File: src/rtl/stt_pkg.sv
// shared constants, codes and character classes for the source text tokenizer
package stt_pkg;

	// default position counter widths
	localparam int OFFSET_BITS_DEF = 24;
	localparam int LINE_BITS_DEF   = 20;
	localparam int COLUMN_BITS_DEF = 16;

	// fixed payload widths
	localparam int KIND_W = 6;
	localparam int VAL_W  = 31;
	localparam int LEN_W  = 16;
	localparam int KBUF_W = 48;

	localparam logic [VAL_W-1:0] INT_SAT = {VAL_W{1'b1}};
	localparam logic [LEN_W-1:0] LEN_MAX = {LEN_W{1'b1}};

	// scan modes
	localparam logic [2:0] M_IDLE    = 3'd0;
	localparam logic [2:0] M_OP      = 3'd1;
	localparam logic [2:0] M_COMMENT = 3'd2;
	localparam logic [2:0] M_NUMBER  = 3'd3;
	localparam logic [2:0] M_WORD    = 3'd4;
	localparam logic [2:0] M_STRING  = 3'd5;

	// token kinds
	localparam logic [KIND_W-1:0] K_NONE    = 6'd0;
	localparam logic [KIND_W-1:0] K_EOF     = 6'd0;
	localparam logic [KIND_W-1:0] K_LPAREN  = 6'd1;
	localparam logic [KIND_W-1:0] K_RPAREN  = 6'd2;
	localparam logic [KIND_W-1:0] K_LBRACE  = 6'd3;
	localparam logic [KIND_W-1:0] K_RBRACE  = 6'd4;
	localparam logic [KIND_W-1:0] K_SEMI    = 6'd5;
	localparam logic [KIND_W-1:0] K_COLON   = 6'd6;
	localparam logic [KIND_W-1:0] K_TILDE   = 6'd7;
	localparam logic [KIND_W-1:0] K_AMP     = 6'd8;
	localparam logic [KIND_W-1:0] K_ANDAND  = 6'd9;
	localparam logic [KIND_W-1:0] K_BANG    = 6'd10;
	localparam logic [KIND_W-1:0] K_NE      = 6'd11;
	localparam logic [KIND_W-1:0] K_LT      = 6'd12;
	localparam logic [KIND_W-1:0] K_LE      = 6'd13;
	localparam logic [KIND_W-1:0] K_GT      = 6'd14;
	localparam logic [KIND_W-1:0] K_GE      = 6'd15;
	localparam logic [KIND_W-1:0] K_ASSIGN  = 6'd16;
	localparam logic [KIND_W-1:0] K_EQ      = 6'd17;
	localparam logic [KIND_W-1:0] K_BAR     = 6'd18;
	localparam logic [KIND_W-1:0] K_OROR    = 6'd19;
	localparam logic [KIND_W-1:0] K_PLUS    = 6'd20;
	localparam logic [KIND_W-1:0] K_INC     = 6'd21;
	localparam logic [KIND_W-1:0] K_PLUSEQ  = 6'd22;
	localparam logic [KIND_W-1:0] K_MINUS   = 6'd23;
	localparam logic [KIND_W-1:0] K_DEC     = 6'd24;
	localparam logic [KIND_W-1:0] K_MINUSEQ = 6'd25;
	localparam logic [KIND_W-1:0] K_SLASH   = 6'd26;
	localparam logic [KIND_W-1:0] K_STAR    = 6'd27;
	localparam logic [KIND_W-1:0] K_PERCENT = 6'd28;
	localparam logic [KIND_W-1:0] K_FN      = 6'd29;
	localparam logic [KIND_W-1:0] K_RETURN  = 6'd30;
	localparam logic [KIND_W-1:0] K_INT     = 6'd31;
	localparam logic [KIND_W-1:0] K_LET     = 6'd32;
	localparam logic [KIND_W-1:0] K_NUM     = 6'd33;
	localparam logic [KIND_W-1:0] K_IDENT   = 6'd34;
	localparam logic [KIND_W-1:0] K_STRING  = 6'd35;
	localparam logic [KIND_W-1:0] K_BADCHAR = 6'd36;
	localparam logic [KIND_W-1:0] K_UNTERM  = 6'd37;

	// keyword spellings, right aligned
	localparam logic [KBUF_W-1:0] KW_FN     = 48'h0000_0000_666E;
	localparam logic [KBUF_W-1:0] KW_RETURN = 48'h7265_7475_726E;
	localparam logic [KBUF_W-1:0] KW_INT    = 48'h0000_0069_6E74;
	localparam logic [KBUF_W-1:0] KW_LET    = 48'h0000_006C_6574;

	function automatic logic is_digit(input logic [7:0] c);
		return (c >= 8'h30) && (c <= 8'h39);
	endfunction

	function automatic logic is_word_start(input logic [7:0] c);
		return ((c >= 8'h61) && (c <= 8'h7A)) || ((c >= 8'h41) && (c <= 8'h5A))
			|| (c == 8'h5F);
	endfunction

	function automatic logic is_word_char(input logic [7:0] c);
		return is_word_start(c) || is_digit(c);
	endfunction

	function automatic logic is_blank(input logic [7:0] c);
		return (c == 8'h20) || (c == 8'h09) || (c == 8'h0D) || (c == 8'h0A);
	endfunction

	// kind of a one-character operator, K_NONE if none
	function automatic logic [KIND_W-1:0] single_kind(input logic [7:0] c);
		logic [KIND_W-1:0] k;
		unique case (c)
			8'h28: k = K_LPAREN;
			8'h29: k = K_RPAREN;
			8'h7B: k = K_LBRACE;
			8'h7D: k = K_RBRACE;
			8'h3B: k = K_SEMI;
			8'h3A: k = K_COLON;
			8'h7E: k = K_TILDE;
			8'h26: k = K_AMP;
			8'h21: k = K_BANG;
			8'h3C: k = K_LT;
			8'h3E: k = K_GT;
			8'h3D: k = K_ASSIGN;
			8'h7C: k = K_BAR;
			8'h2B: k = K_PLUS;
			8'h2D: k = K_MINUS;
			8'h2F: k = K_SLASH;
			8'h2A: k = K_STAR;
			8'h25: k = K_PERCENT;
			default: k = K_NONE;
		endcase
		return k;
	endfunction

	// first byte of an operator that may take a second byte
	function automatic logic starts_pair(input logic [7:0] c);
		return (c == 8'h26) || (c == 8'h21) || (c == 8'h3C) || (c == 8'h3E)
			|| (c == 8'h3D) || (c == 8'h7C) || (c == 8'h2B) || (c == 8'h2D)
			|| (c == 8'h2F);
	endfunction

	// kind of the two-character operator h,c, K_NONE if none (comment opener excluded)
	function automatic logic [KIND_W-1:0] pair_kind(input logic [7:0] h, input logic [7:0] c);
		logic [KIND_W-1:0] k;
		unique case (h)
			8'h26: k = (c == 8'h26) ? K_ANDAND : K_NONE;
			8'h21: k = (c == 8'h3D) ? K_NE : K_NONE;
			8'h3C: k = (c == 8'h3D) ? K_LE : K_NONE;
			8'h3E: k = (c == 8'h3D) ? K_GE : K_NONE;
			8'h3D: k = (c == 8'h3D) ? K_EQ : K_NONE;
			8'h7C: k = (c == 8'h7C) ? K_OROR : K_NONE;
			8'h2B: k = (c == 8'h2B) ? K_INC : ((c == 8'h3D) ? K_PLUSEQ : K_NONE);
			8'h2D: k = (c == 8'h2D) ? K_DEC : ((c == 8'h3D) ? K_MINUSEQ : K_NONE);
			default: k = K_NONE;
		endcase
		return k;
	endfunction

endpackage

File: src/rtl/stt_if.sv
// byte input and token output channel interfaces
interface stt_in_if;
	logic       valid;
	logic       ready;
	logic       action;
	logic [7:0] in_byte;

	modport source(output valid, output action, output in_byte, input ready);
	modport sink(input valid, input action, input in_byte, output ready);
endinterface

interface stt_out_if #(
	parameter int LINE_BITS   = 20,
	parameter int COLUMN_BITS = 16,
	parameter int OFFSET_BITS = 24
);
	logic                   valid;
	logic                   ready;
	logic [5:0]             token_kind;
	logic [30:0]            int_value;
	logic [LINE_BITS-1:0]   token_line;
	logic [COLUMN_BITS-1:0] token_column;
	logic [OFFSET_BITS-1:0] start_offset;
	logic [15:0]            text_length;
	logic                   last_of_run;

	modport source(output valid, output token_kind, output int_value, output token_line,
		output token_column, output start_offset, output text_length, output last_of_run,
		input ready);
	modport sink(input valid, input token_kind, input int_value, input token_line,
		input token_column, input start_offset, input text_length, input last_of_run,
		output ready);
endinterface

File: src/rtl/stt_lexer.sv
// scanner state and per-byte token recognition, up to two tokens per transfer
module stt_lexer #(
	parameter int LINE_BITS   = stt_pkg::LINE_BITS_DEF,
	parameter int COLUMN_BITS = stt_pkg::COLUMN_BITS_DEF,
	parameter int OFFSET_BITS = stt_pkg::OFFSET_BITS_DEF,
	parameter int TOK_W       = 6 + 31 + LINE_BITS + COLUMN_BITS + OFFSET_BITS + 16 + 1
) (
	input  logic             clk,
	input  logic             arst_n,
	input  logic             accept,
	input  logic             action,
	input  logic [7:0]       in_byte,
	output logic [TOK_W-1:0] tok0,
	output logic [TOK_W-1:0] tok1,
	output logic [1:0]       push_n
);
	import stt_pkg::*;

	typedef struct packed {
		logic [KIND_W-1:0]      kind;
		logic [VAL_W-1:0]       val;
		logic [LINE_BITS-1:0]   line;
		logic [COLUMN_BITS-1:0] col;
		logic [OFFSET_BITS-1:0] off;
		logic [LEN_W-1:0]       len;
		logic                   last;
	} tok_t;

	localparam logic [LINE_BITS-1:0]   LINE_MAX = {LINE_BITS{1'b1}};
	localparam logic [COLUMN_BITS-1:0] COL_MAX  = {COLUMN_BITS{1'b1}};
	localparam logic [OFFSET_BITS-1:0] OFF_MAX  = {OFFSET_BITS{1'b1}};

	// scanner state
	logic [2:0]             mode_q, mode_d;
	logic [7:0]             held_q, held_d;
	logic [LINE_BITS-1:0]   line_q, line_d, sline_q, sline_d;
	logic [COLUMN_BITS-1:0] col_q, col_d, scol_q, scol_d;
	logic [OFFSET_BITS-1:0] off_q, off_d, soff_q, soff_d;
	logic [VAL_W-1:0]       num_q, num_d;
	logic [LEN_W-1:0]       wlen_q, wlen_d;
	logic [KBUF_W-1:0]      kbuf_q, kbuf_d;

	logic [OFFSET_BITS-1:0] off_inc;
	logic [LEN_W-1:0]       wlen_inc;
	logic [VAL_W+3:0]       num_next;
	logic [KIND_W-1:0]      pk, word_kind;
	logic                   pre_v, post_v;
	tok_t                   pre_t, post_t, t0, t1;

	function automatic tok_t mk(input logic [KIND_W-1:0] k, input logic [VAL_W-1:0] v,
		input logic [LINE_BITS-1:0] l, input logic [COLUMN_BITS-1:0] cl,
		input logic [OFFSET_BITS-1:0] o, input logic [LEN_W-1:0] n);
		tok_t t;
		t.kind = k;
		t.val  = v;
		t.line = l;
		t.col  = cl;
		t.off  = o;
		t.len  = n;
		t.last = 1'b0;
		return t;
	endfunction

	assign off_inc  = (off_q == OFF_MAX) ? off_q : off_q + 1'b1;
	assign wlen_inc = (wlen_q == LEN_MAX) ? wlen_q : wlen_q + 1'b1;
	assign num_next = ({4'd0, num_q} << 3) + ({4'd0, num_q} << 1)
		+ {{VAL_W{1'b0}}, in_byte[3:0]};
	assign pk       = pair_kind(held_q, in_byte);

	// keyword match on the pending word
	always_comb begin
		word_kind = K_IDENT;
		if (wlen_q == LEN_W'(2) && kbuf_q == KW_FN) word_kind = K_FN;
		else if (wlen_q == LEN_W'(6) && kbuf_q == KW_RETURN) word_kind = K_RETURN;
		else if (wlen_q == LEN_W'(3) && kbuf_q == KW_INT) word_kind = K_INT;
		else if (wlen_q == LEN_W'(3) && kbuf_q == KW_LET) word_kind = K_LET;
	end

	// next state and emitted tokens
	always_comb begin
		logic run_dispatch;
		tok_t word_t;
		mode_d = mode_q;
		held_d = held_q;
		sline_d = sline_q;
		scol_d = scol_q;
		soff_d = soff_q;
		num_d = num_q;
		wlen_d = wlen_q;
		kbuf_d = kbuf_q;
		line_d = line_q;
		col_d = col_q;
		off_d = off_q;
		pre_v = 1'b0;
		post_v = 1'b0;
		run_dispatch = 1'b0;
		word_t = mk(word_kind, '0, sline_q, scol_q, soff_q,
			(word_kind == K_IDENT) ? wlen_q : '0);
		pre_t = mk(K_NONE, '0, sline_q, scol_q, soff_q, '0);
		post_t = mk(K_EOF, '0, line_q, col_q, off_q, '0);

		if (action) begin
			// end of source: pending token, then eof, then back to reset values
			unique case (mode_q)
				M_OP: begin
					pre_v = 1'b1;
					pre_t.kind = single_kind(held_q);
				end
				M_NUMBER: begin
					pre_v = 1'b1;
					pre_t.kind = K_NUM;
					pre_t.val = num_q;
				end
				M_WORD: begin
					pre_v = 1'b1;
					pre_t = word_t;
				end
				M_STRING: begin
					pre_v = 1'b1;
					pre_t.kind = K_UNTERM;
					pre_t.len = wlen_q;
				end
				default: pre_v = 1'b0;
			endcase
			post_v = 1'b1;
			mode_d = M_IDLE;
			held_d = '0;
			sline_d = '0;
			scol_d = '0;
			soff_d = '0;
			num_d = '0;
			wlen_d = '0;
			kbuf_d = '0;
			line_d = '0;
			col_d = '0;
			off_d = '0;
		end else begin
			unique case (mode_q)
				M_OP: begin
					if (held_q == 8'h2F && in_byte == 8'h2F) begin
						mode_d = M_COMMENT;
					end else if (pk != K_NONE) begin
						pre_v = 1'b1;
						pre_t.kind = pk;
						mode_d = M_IDLE;
					end else begin
						pre_v = 1'b1;
						pre_t.kind = single_kind(held_q);
						run_dispatch = 1'b1;
					end
				end
				M_COMMENT: begin
					if (in_byte == 8'h0A) mode_d = M_IDLE;
				end
				M_NUMBER: begin
					if (is_digit(in_byte)) begin
						num_d = (num_next > {4'd0, INT_SAT}) ? INT_SAT : num_next[VAL_W-1:0];
					end else begin
						pre_v = 1'b1;
						pre_t.kind = K_NUM;
						pre_t.val = num_q;
						run_dispatch = 1'b1;
					end
				end
				M_WORD: begin
					if (is_word_char(in_byte)) begin
						if (wlen_q < LEN_W'(6)) kbuf_d = {kbuf_q[KBUF_W-9:0], in_byte};
						wlen_d = wlen_inc;
					end else begin
						pre_v = 1'b1;
						pre_t = word_t;
						run_dispatch = 1'b1;
					end
				end
				M_STRING: begin
					if (in_byte == 8'h22) begin
						pre_v = 1'b1;
						pre_t.kind = K_STRING;
						pre_t.len = wlen_q;
						mode_d = M_IDLE;
					end else begin
						wlen_d = wlen_inc;
					end
				end
				default: run_dispatch = 1'b1;
			endcase

			// start of a new token with nothing pending
			if (run_dispatch) begin
				mode_d = M_IDLE;
				post_t = mk(K_BADCHAR, '0, line_q, col_q, off_q, '0);
				if (is_blank(in_byte)) begin
					mode_d = M_IDLE;
				end else if (starts_pair(in_byte)) begin
					mode_d = M_OP;
					held_d = in_byte;
					sline_d = line_q;
					scol_d = col_q;
					soff_d = off_q;
				end else if (single_kind(in_byte) != K_NONE) begin
					post_v = 1'b1;
					post_t.kind = single_kind(in_byte);
				end else if (is_digit(in_byte)) begin
					mode_d = M_NUMBER;
					num_d = {{(VAL_W-4){1'b0}}, in_byte[3:0]};
					sline_d = line_q;
					scol_d = col_q;
					soff_d = off_q;
				end else if (is_word_start(in_byte)) begin
					mode_d = M_WORD;
					wlen_d = LEN_W'(1);
					kbuf_d = {{(KBUF_W-8){1'b0}}, in_byte};
					sline_d = line_q;
					scol_d = col_q;
					soff_d = off_q;
				end else if (in_byte == 8'h22) begin
					mode_d = M_STRING;
					wlen_d = '0;
					sline_d = line_q;
					scol_d = col_q;
					soff_d = off_inc;
				end else begin
					post_v = 1'b1;
				end
			end

			// position of the next byte
			if (in_byte == 8'h0A) begin
				line_d = (line_q == LINE_MAX) ? line_q : line_q + 1'b1;
				col_d = '0;
			end else begin
				col_d = (col_q == COL_MAX) ? col_q : col_q + 1'b1;
			end
			off_d = off_inc;
		end
	end

	// order the tokens and mark the last one
	always_comb begin
		t0 = pre_v ? pre_t : post_t;
		t1 = post_t;
		t0.last = !(pre_v && post_v);
		t1.last = 1'b1;
		push_n = accept ? ({1'b0, pre_v} + {1'b0, post_v}) : 2'd0;
	end

	assign tok0 = t0;
	assign tok1 = t1;

	// state update on each transfer
	always_ff @(posedge clk or negedge arst_n) begin
		if (!arst_n) begin
			mode_q <= M_IDLE;
			held_q <= '0;
			line_q <= '0;
			col_q <= '0;
			off_q <= '0;
			sline_q <= '0;
			scol_q <= '0;
			soff_q <= '0;
			num_q <= '0;
			wlen_q <= '0;
			kbuf_q <= '0;
		end else if (accept) begin
			mode_q <= mode_d;
			held_q <= held_d;
			line_q <= line_d;
			col_q <= col_d;
			off_q <= off_d;
			sline_q <= sline_d;
			scol_q <= scol_d;
			soff_q <= soff_d;
			num_q <= num_d;
			wlen_q <= wlen_d;
			kbuf_q <= kbuf_d;
		end
	end

endmodule

File: src/rtl/stt_queue.sv
// four-entry token queue, takes up to two tokens a cycle and gives one while out_ready is high
module stt_queue #(
	parameter int W = 8
) (
	input  logic         clk,
	input  logic         arst_n,
	input  logic [1:0]   push_n,
	input  logic [W-1:0] din0,
	input  logic [W-1:0] din1,
	output logic         room,
	output logic         out_valid,
	input  logic         out_ready,
	output logic [W-1:0] dout
);
	logic [W-1:0] mem_q [4];
	logic [1:0]   wp_q, rp_q;
	logic [2:0]   cnt_q;
	logic         pop;

	assign pop       = out_valid && out_ready;
	assign out_valid = (cnt_q != 3'd0);
	assign room      = (cnt_q <= 3'd2);
	assign dout      = mem_q[rp_q];

	// entry storage
	always_ff @(posedge clk) begin
		if (push_n != 2'd0) mem_q[wp_q] <= din0;
		if (push_n == 2'd2) mem_q[wp_q + 2'd1] <= din1;
	end

	// pointers and fill level
	always_ff @(posedge clk or negedge arst_n) begin
		if (!arst_n) begin
			wp_q <= '0;
			rp_q <= '0;
			cnt_q <= '0;
		end else begin
			wp_q <= wp_q + push_n;
			if (pop) rp_q <= rp_q + 2'd1;
			cnt_q <= cnt_q + {1'b0, push_n} - {2'd0, pop};
		end
	end

endmodule

File: src/rtl/source_text_tokenizer.sv
// Streaming tokenizer: one source byte or end item per cycle on the byte channel
// while it is ready, tokens on the token channel. Each transfer is scanned and its
// zero, one or two tokens land in a four-entry output queue; the byte channel
// takes a new item whenever the queue has two free entries, so the block runs at
// one byte per cycle while the token side drains one token per cycle. Inputs that
// give two tokens (an operator, number or word cut off by a one-token byte, or the
// end item after a pending token) cannot be sustained back to back by the queue drain.
module source_text_tokenizer #(
	parameter int OFFSET_BITS = stt_pkg::OFFSET_BITS_DEF,
	parameter int LINE_BITS   = stt_pkg::LINE_BITS_DEF,
	parameter int COLUMN_BITS = stt_pkg::COLUMN_BITS_DEF
) (
	input  logic  clk,
	input  logic  arst_n,
	stt_in_if.sink    bytes,
	stt_out_if.source tokens
);
	import stt_pkg::*;

	localparam int TOK_W = KIND_W + VAL_W + LINE_BITS + COLUMN_BITS + OFFSET_BITS + LEN_W + 1;

	typedef struct packed {
		logic [KIND_W-1:0]      kind;
		logic [VAL_W-1:0]       val;
		logic [LINE_BITS-1:0]   line;
		logic [COLUMN_BITS-1:0] col;
		logic [OFFSET_BITS-1:0] off;
		logic [LEN_W-1:0]       len;
		logic                   last;
	} tok_t;

	logic [TOK_W-1:0] tok0, tok1, qout;
	logic [1:0]       push_n;
	logic             room;
	tok_t             head;

	assign bytes.ready = room;

	// scanner
	stt_lexer #(
		.LINE_BITS(LINE_BITS),
		.COLUMN_BITS(COLUMN_BITS),
		.OFFSET_BITS(OFFSET_BITS),
		.TOK_W(TOK_W)
	) u_lexer (
		.clk(clk),
		.arst_n(arst_n),
		.accept(bytes.valid && room),
		.action(bytes.action),
		.in_byte(bytes.in_byte),
		.tok0(tok0),
		.tok1(tok1),
		.push_n(push_n)
	);

	// output queue
	stt_queue #(.W(TOK_W)) u_queue (
		.clk(clk),
		.arst_n(arst_n),
		.push_n(push_n),
		.din0(tok0),
		.din1(tok1),
		.room(room),
		.out_valid(tokens.valid),
		.out_ready(tokens.ready),
		.dout(qout)
	);

	// token fields
	assign head                = qout;
	assign tokens.token_kind   = head.kind;
	assign tokens.int_value    = head.val;
	assign tokens.token_line   = head.line;
	assign tokens.token_column = head.col;
	assign tokens.start_offset = head.off;
	assign tokens.text_length  = head.len;
	assign tokens.last_of_run  = head.last;

endmodule
File: src/flat_wrapper.sv
// flat-port wrapper written by rule: the top's interface ports become plain ports
module source_text_tokenizer_flat import stt_pkg::*;
#(
	parameter int OFFSET_BITS = stt_pkg::OFFSET_BITS_DEF,
	parameter int LINE_BITS   = stt_pkg::LINE_BITS_DEF,
	parameter int COLUMN_BITS = stt_pkg::COLUMN_BITS_DEF
)
  (clk, arst_n, bytes_valid, bytes_action, bytes_in_byte, bytes_ready, tokens_valid, tokens_token_kind, tokens_int_value, tokens_token_line, tokens_token_column, tokens_start_offset, tokens_text_length, tokens_last_of_run, tokens_ready);
  stt_in_if bytes_i ();
  stt_out_if #(.LINE_BITS(LINE_BITS), .COLUMN_BITS(COLUMN_BITS), .OFFSET_BITS(OFFSET_BITS)) tokens_i ();
  input  logic clk;
  input  logic arst_n;
  input wire logic [$bits(bytes_i.valid)-1:0] bytes_valid;
  input wire logic [$bits(bytes_i.action)-1:0] bytes_action;
  input wire logic [$bits(bytes_i.in_byte)-1:0] bytes_in_byte;
  output wire logic [$bits(bytes_i.ready)-1:0] bytes_ready;
  output wire logic [$bits(tokens_i.valid)-1:0] tokens_valid;
  output wire logic [$bits(tokens_i.token_kind)-1:0] tokens_token_kind;
  output wire logic [$bits(tokens_i.int_value)-1:0] tokens_int_value;
  output wire logic [$bits(tokens_i.token_line)-1:0] tokens_token_line;
  output wire logic [$bits(tokens_i.token_column)-1:0] tokens_token_column;
  output wire logic [$bits(tokens_i.start_offset)-1:0] tokens_start_offset;
  output wire logic [$bits(tokens_i.text_length)-1:0] tokens_text_length;
  output wire logic [$bits(tokens_i.last_of_run)-1:0] tokens_last_of_run;
  input wire logic [$bits(tokens_i.ready)-1:0] tokens_ready;
  assign bytes_i.valid = bytes_valid;
  assign bytes_i.action = bytes_action;
  assign bytes_i.in_byte = bytes_in_byte;
  assign bytes_ready = bytes_i.ready;
  assign tokens_valid = tokens_i.valid;
  assign tokens_token_kind = tokens_i.token_kind;
  assign tokens_int_value = tokens_i.int_value;
  assign tokens_token_line = tokens_i.token_line;
  assign tokens_token_column = tokens_i.token_column;
  assign tokens_start_offset = tokens_i.start_offset;
  assign tokens_text_length = tokens_i.text_length;
  assign tokens_last_of_run = tokens_i.last_of_run;
  assign tokens_i.ready = tokens_ready;
  source_text_tokenizer #(.OFFSET_BITS(OFFSET_BITS), .LINE_BITS(LINE_BITS), .COLUMN_BITS(COLUMN_BITS)) u_core (.clk(clk), .arst_n(arst_n), .bytes(bytes_i), .tokens(tokens_i));
endmodule
File: config.mk
export PLATFORM = sky130hd
export DESIGN_NAME = source_text_tokenizer_flat
export DESIGN_NICKNAME = d
export VERILOG_FILES = /design/src/rtl/stt_pkg.sv /design/src/rtl/stt_if.sv /design/src/rtl/stt_lexer.sv /design/src/rtl/stt_queue.sv /design/src/rtl/source_text_tokenizer.sv /design/src/flat_wrapper.sv
export SDC_FILE = /design/constraint.sdc
export NUM_CORES = 2
export LEC_CHECK = 0
export BUFFER_PORTS_ARGS = -buffer_cell sky130_fd_sc_hd__buf_2
export CORE_MARGIN = 1
export CORE_UTILIZATION = 45
export CTS_CLUSTER_DIAMETER = 80
export DETAILED_ROUTE_END_ITERATION = 10
export HOLD_SLACK_MARGIN = 0.02
export SLEW_MARGIN = 20
export SYNTH_ARGS = -nofsm -noshare
export SYNTH_HDL_FRONTEND = slang
export SYNTH_SLANG_ARGS = --single-unit
File: constraint.sdc
create_clock -name clk -period 5.4 [get_ports clk]
set_input_delay 0.27 -clock clk [delete_from_list [all_inputs] [get_ports clk]]
set_output_delay 0.27 -clock clk [all_outputs]
set_load 0.02 [all_outputs]
# == Word-level counts from Yosys, hierarchy flattened ==
# Memory sizes are Yosys's and may differ from the RTL's.
# Index checks and enable logic that the tools add are counted.
# classes
addsub,12
order_cmp,9
eq_ne,67
mux,147
n_reduce_logical,42
# ops
cell,n
$mux W114,5
$mux W48,10
$mux W16,24
$mux W31,10
$eq A8 B6 Y1 const B,30
$mux W24,10
$mux W20,11
$pmux W5 S18,2
$eq A48 B23 Y1 const B,2
$pmux W16 S2,3
$mux W6,13
$eq A8 B7 Y1 const B,9
$pmux W31 S2,1
$mux W60,1
$eq A48 B15 Y1 const B,1
$eq A48 B47 Y1 const B,1
$pmux W6 S4,2
$pmux W5 S8,1
$mux W37,1
$mux W3,12
$add A34 B32 Y35,1
$add A35 B4 Y35,1
$gt A35 B31 Y1 const B,1
$add A16 B1 Y16 const B,2
other kinds (48),123
# word_totals
regBits,233
ram_bits,456
in_bits,13
out_inout_bits,116
elab_cells,292
mem_count,1
# mem_list
memory,words,word_bits,read_ports,rd_ports_with_merged_regs,wr,line_no,text
u_core.u_queue.mem_q,4,114,1,0,2,stt_queue.sv:15,logic [W-1:0] mem_q [4];

# == Longest topological paths before layout ==
# logic_depth
ltp_word,24
mapped_depth,19
mapped_depth_nobuf,15

# == Cells and area by module ==
# A second synthesis with hierarchy kept.
# hier_totals
cells_unflattened,3058
area_unflattened_um2,38704.6
# by_module_without_submodules
module,instances,cells_each,area_per_inst_um2,seq_area_each_um2
stt_queue,1,1143,22300.1,13868.3
stt_lexer,1,1914,16398.2,5655.4
source_text_tokenizer,1,1,6.3,0.0

# == Least setup slack after synthesis ==
# No wires, ideal clock.
# synth_path
kind,register -> register
start,register u_core.u_lexer.held_q[4]
end,"memory u_core.u_queue.mem_q[0][108] in the netlist's numbering, enable pin"
setup_time_ps,421
arrival_ps,4736
required_ps,4979
setup_slack_ps,243
stages_incl_launch_ff,15
n_path_buf,3
synth_period_minus_slack_ps,5157
path_cell_list,dfrtp_1 or4b_1 nor3_2 a41oi_2 nor2_2 a2bb2oi_4 inv_4 buf_6 ha_1 o21ai_0 or3_1 clkbuf_1 and2_1 clkbuf_1 inv_1
# synth_lines
item,line_no,text
start: declaration,stt_lexer.sv:35,"logic [7:0] held_q, held_d;"
start signal: assignment,stt_lexer.sv:266,held_q <= held_d;
end: declaration,stt_queue.sv:15,

==> out/metrics.yaml <==
post_drt_wl_per_cell_um: 24.3
p_sw_mw: 5.39
combPwrFrac_pct: 26.0
crit_chain: "or4b_1 -> nor3_2 -> a41oi_2 -> nor2_2 -> a2bb2oi_4 -> inv_4 -> ha_1 -> o21ai_0 -> or3_1 -> buf_4 -> nor2_2 -> nor2_1 -> o21ai_0"
synth-simple-area-share_pct: 11.3
ys.flop_type: "edfxtp_1"
switching_share_pct: 34.1
drt-pass1-iter-count: 6
numCtsBuffers: 74
post-cts-setup-buffers: 0
cts.reportedPaths.clkPinSlew_ns: 0.06
tritoncts: "yes"
fin_crit_ns: 4.90
clkPwrFrac_pct: 32.8
period_share_pct: 90.7
synth-adder-area-share_pct: 2.76
drtAntennaViolNets: 0
fp.dieH_um: 279
yosysSeqAreaShare_pct: 51.1
power.density_nw_per_um2: 411
ir_drop_mv: 0.239
crit_type: "register to register"
h-tree-depth: 3
skew_ns: 0.0212
crit_family: "simple AND/OR/NAND/NOR gates"
port-buffer-count: 128
nNetsFinal: 3147
syn-num-nets: 3144
place.gp.congestion: 0.905
setup_violations: 0
track_usage_pct: 25.6
path_max_fanout: 15
antenna_found_initial: 3
worstMarginPinSlew_ns: 1.03
vias_per_cell: 6.39
wl_um: 99800
drive_above_1_share_pct: 16.0
fp.dieW_um: 279
clkLatencyLatePin_ns: 0.62
num_rows: 101
vias: 26200
fmax_mhz: 204
rsz0062_at_grt: "no"
cp_data_required_time_ns: 5.72
clock_sinks: 689
hp-class: "input port to register"
cp_slowest_cell: "or4b_1"
ys_async_sr_fraction_pct: 33.8
synth_top_family_by_area: "compound AO/OA/AOI/OAI gates"
max_cap_viol_count: 0
slew_headroom_pct: 31.4
area_delta_synth_final_pct: 11.9
worstPathArrival_ns: 5.22
finalHoldViolations: 0
cts_max_path_buffers: 3
ys_warn_count: 0
drv_slew: 0
synth_xor_area_share_pct: 2.04
hpwl_um: 61200
root_buffer: "clkbuf_16"
seq_power_share_pct: 41.2
drc: 0
p_leak_nw: 15.0
setup_tns_ns: 0
grt_pass1_vias: 26300
core_area_sq_um: 75800
pin_count: 129
cpPeakStageDelay_ns: 0.68
syn_area_per_cell_sq_um: 11.3
die-area_sq_um: 77600
grt_first_pass_wirelength_um: 156000
synth_edf_count: 264
gr-total-overflow: 0
yosysUniqueCellTypes: 99
endpoint_kind: "register"
outcome: "completed"
initial_core_util_pct: 45.4
cp.buffers_inverters: 2
drt_iter0_drc: 2520
hold-worst-slack_ns: 0.0597
start_kind: "register"
synth_area_sq_um: 34400
grt_max_degree: 120
ys_ff_latch: 689
postSynthCellCount: 3057
intPower_mw: 10.4
synthMuxAreaShare_pct: 7.87
synth_compound_area_share_pct: 21.0
[per-layer routing]
| metal | wire, um | track usage, % | vias to the layer above | share of wire (%) |
|---|---|---|---|---|
| li1 | - | - | 11800 | - |
| met1 | 43100 | 34.5 | 13400 | 43 |
| met2 | 48200 | 42.6 | 874 | 48 |
| met3 | 6340 | 4.16 | 144 | 6.4 |
| met4 | 2050 | 7.42 | 4 | 2.1 |
| met5 | 27 | 0 | - | 0.027 |
[timing repair]
| action | CTS | global route |
|---|---|---|
| hold buffers | 1 | 0 |
| hold endpoints to repair | 42 | 0 |
| endpoints found under the setup margin | 0 | 0 |
| resized for setup | 0 | 0 |
[power groups by stage]
stage,Sequential [mW],Clock [mW],Combinational (mW)
3_3_place_gp,6.58,0,4.11
3_5_place_dp,6.61,0,4.15
2_1_floorplan,6.18,0,3.02
4_1_cts,6.50,5.28,4.16
5_1_grt,6.58,5.48,4.40
6_report,6.51,5.19,4.12
[cell usage after synthesis, drive strengths merged, types with 46 or more instances]
library cell | n | share of area (%)
o21ai | 171 | 2.7
clkbuf | 177 | 1.9
inv | 50 | 0.55
edfxtp | 264 | 23
ha | 71 | 2.6
nor3 | 58 | 0.89
dfrtp | 233 | 17
nor2 | 159 | 1.8
dfxtp | 192 | 11
xnor2 | 46 | 1.2
a21oi | 140 | 2.0
mux4 | 114 | 7.5
nand2 | 294 | 3.2
nand3 | 60 | 0.87
buf | 96 | 1.3
nand4 | 67 | 1.2
a22o | 444 | 11
[final timing paths]
path / from / to / slack [ns] / cells past startpoint
max reg2reg: u_core.u_lexer.held_q[4]$_DFFE_PN0P_ / u_core.u_queue.mem_q[0][68]$_DFFE_PP_ / 0.50 / 13
max in group asynchronous: arst_n / u_core.u_queue.rp_q[1]$_DFFE_PN0P_ / 4.15 / 3
max: u_core.u_lexer.held_q[4]$_DFFE_PN0P_ / u_core.u_queue.mem_q[0][68]$_DFFE_PP_ / 0.50 / 13
min in group asynchronous: arst_n / u_core.u_lexer.kbuf_q[39]$_DFFE_PN0P_ / 0.13 / 2
min reg2reg: u_core.u_queue.mem_q[2][2]$_SDFFE_PP0P_ / u_core.u_queue.mem_q[2][2]$_SDFFE_PP0P_ / 0.45 / 2
min: bytes_in_byte[5] / u_core.u_lexer.kbuf_q[5]$_DFFE_PN0P_ / 0.06 / 2
[metrics by stage]
step           power, mW  instances  setup slack, ns  cell area, sq um  util [%]
5_1_grt             16.5       4100            0.205             38500      50.8
4_1_cts             15.9       4099            0.535             38500      50.7
6_report            15.8       4101            0.504             38500      50.8
3_3_place_gp        10.7       3960            0.658             36000      47.4
3_5_place_dp        10.8       3960            0.580             36000      47.4
2_1_floorplan       9.20       3057            0.243             34400         -
[logic make-up after synthesis]
kind of cell,after synthesis
AOI/OAI and AO/OA,965
xor gates and xnor gates,80
adders and majority gates,74
buffers and inverters,323
DFF,689
muxes,128
and+or+nand+nor,798
[area by class of cell]
type                       instances  area, sq um
antenna                            1         2.50
clock buffer                     106         2220
clock inverter                    32          277
fill                            6718        37300
inverter                          50          195
multi-input combinational       2045        15500
sequential                       689        17600
tap                              978         1220
timing repair buffer             200         1430
[worst register-to-register path, cell delays in order, from the launching register on]
cell and delay, ns:
dfrtp_1 0.54, or4b_1 0.68, nor3_2 0.26, a41oi_2 0.30
nor2_2 0.25, a2bb2oi_4 0.37, inv_4 0.18, ha_1 0.39
o21ai_0 0.34, or3_1 0.17, buf_4 0.25, nor2_2 0.09
nor2_1 0.56, o21ai_0 0.20
[state kept, by name (all words and copies together), names as in the netlist]
| register | cells |
|---|---|
| u_core.u_lexer.line_q | 20 |
| u_core.u_lexer.held_q | 8 |
| u_core.u_lexer.wlen_q | 16 |
| u_core.u_lexer.kbuf_q | 48 |
| u_core.u_lexer.off_q | 24 |
| u_core.u_lexer.mode_q | 3 |
| u_core.u_lexer.scol_q | 16 |
| u_core.u_queue.rp_q | 2 |
| u_core.u_queue.wp_q | 2 |
| u_core.u_lexer.num_q | 31 |
| u_core.u_lexer.soff_q | 24 |
| u_core.u_lexer.sline_q | 20 |
| u_core.u_lexer.col_q | 16 |
| u_core.u_queue.cnt_q | 3 |
| u_core.u_queue.mem_q | 456 |
[cell usage in the layout, fill, tap and decap left out, types with 44 or more instances in the layout]
cell,Yosys,routed
a21oi_1,139,139
a22o_1,444,444
buf_2,55,127
buf_4,5,53
clkbuf_16,0,81
dfrtp_1,233,231
dfxtp_1,192,192
edfxtp_1,264,264
ha_1,71,71
inv_1,48,44
mux4_2,114,114
nand2_1,294,293
nand3_1,60,60
nand4_1,66,66
nor2_1,156,147
nor3_1,55,55
o21ai_0,140,140
xnor2_1,46,46
No activity file was read; power rests on OpenSTA's default activity.
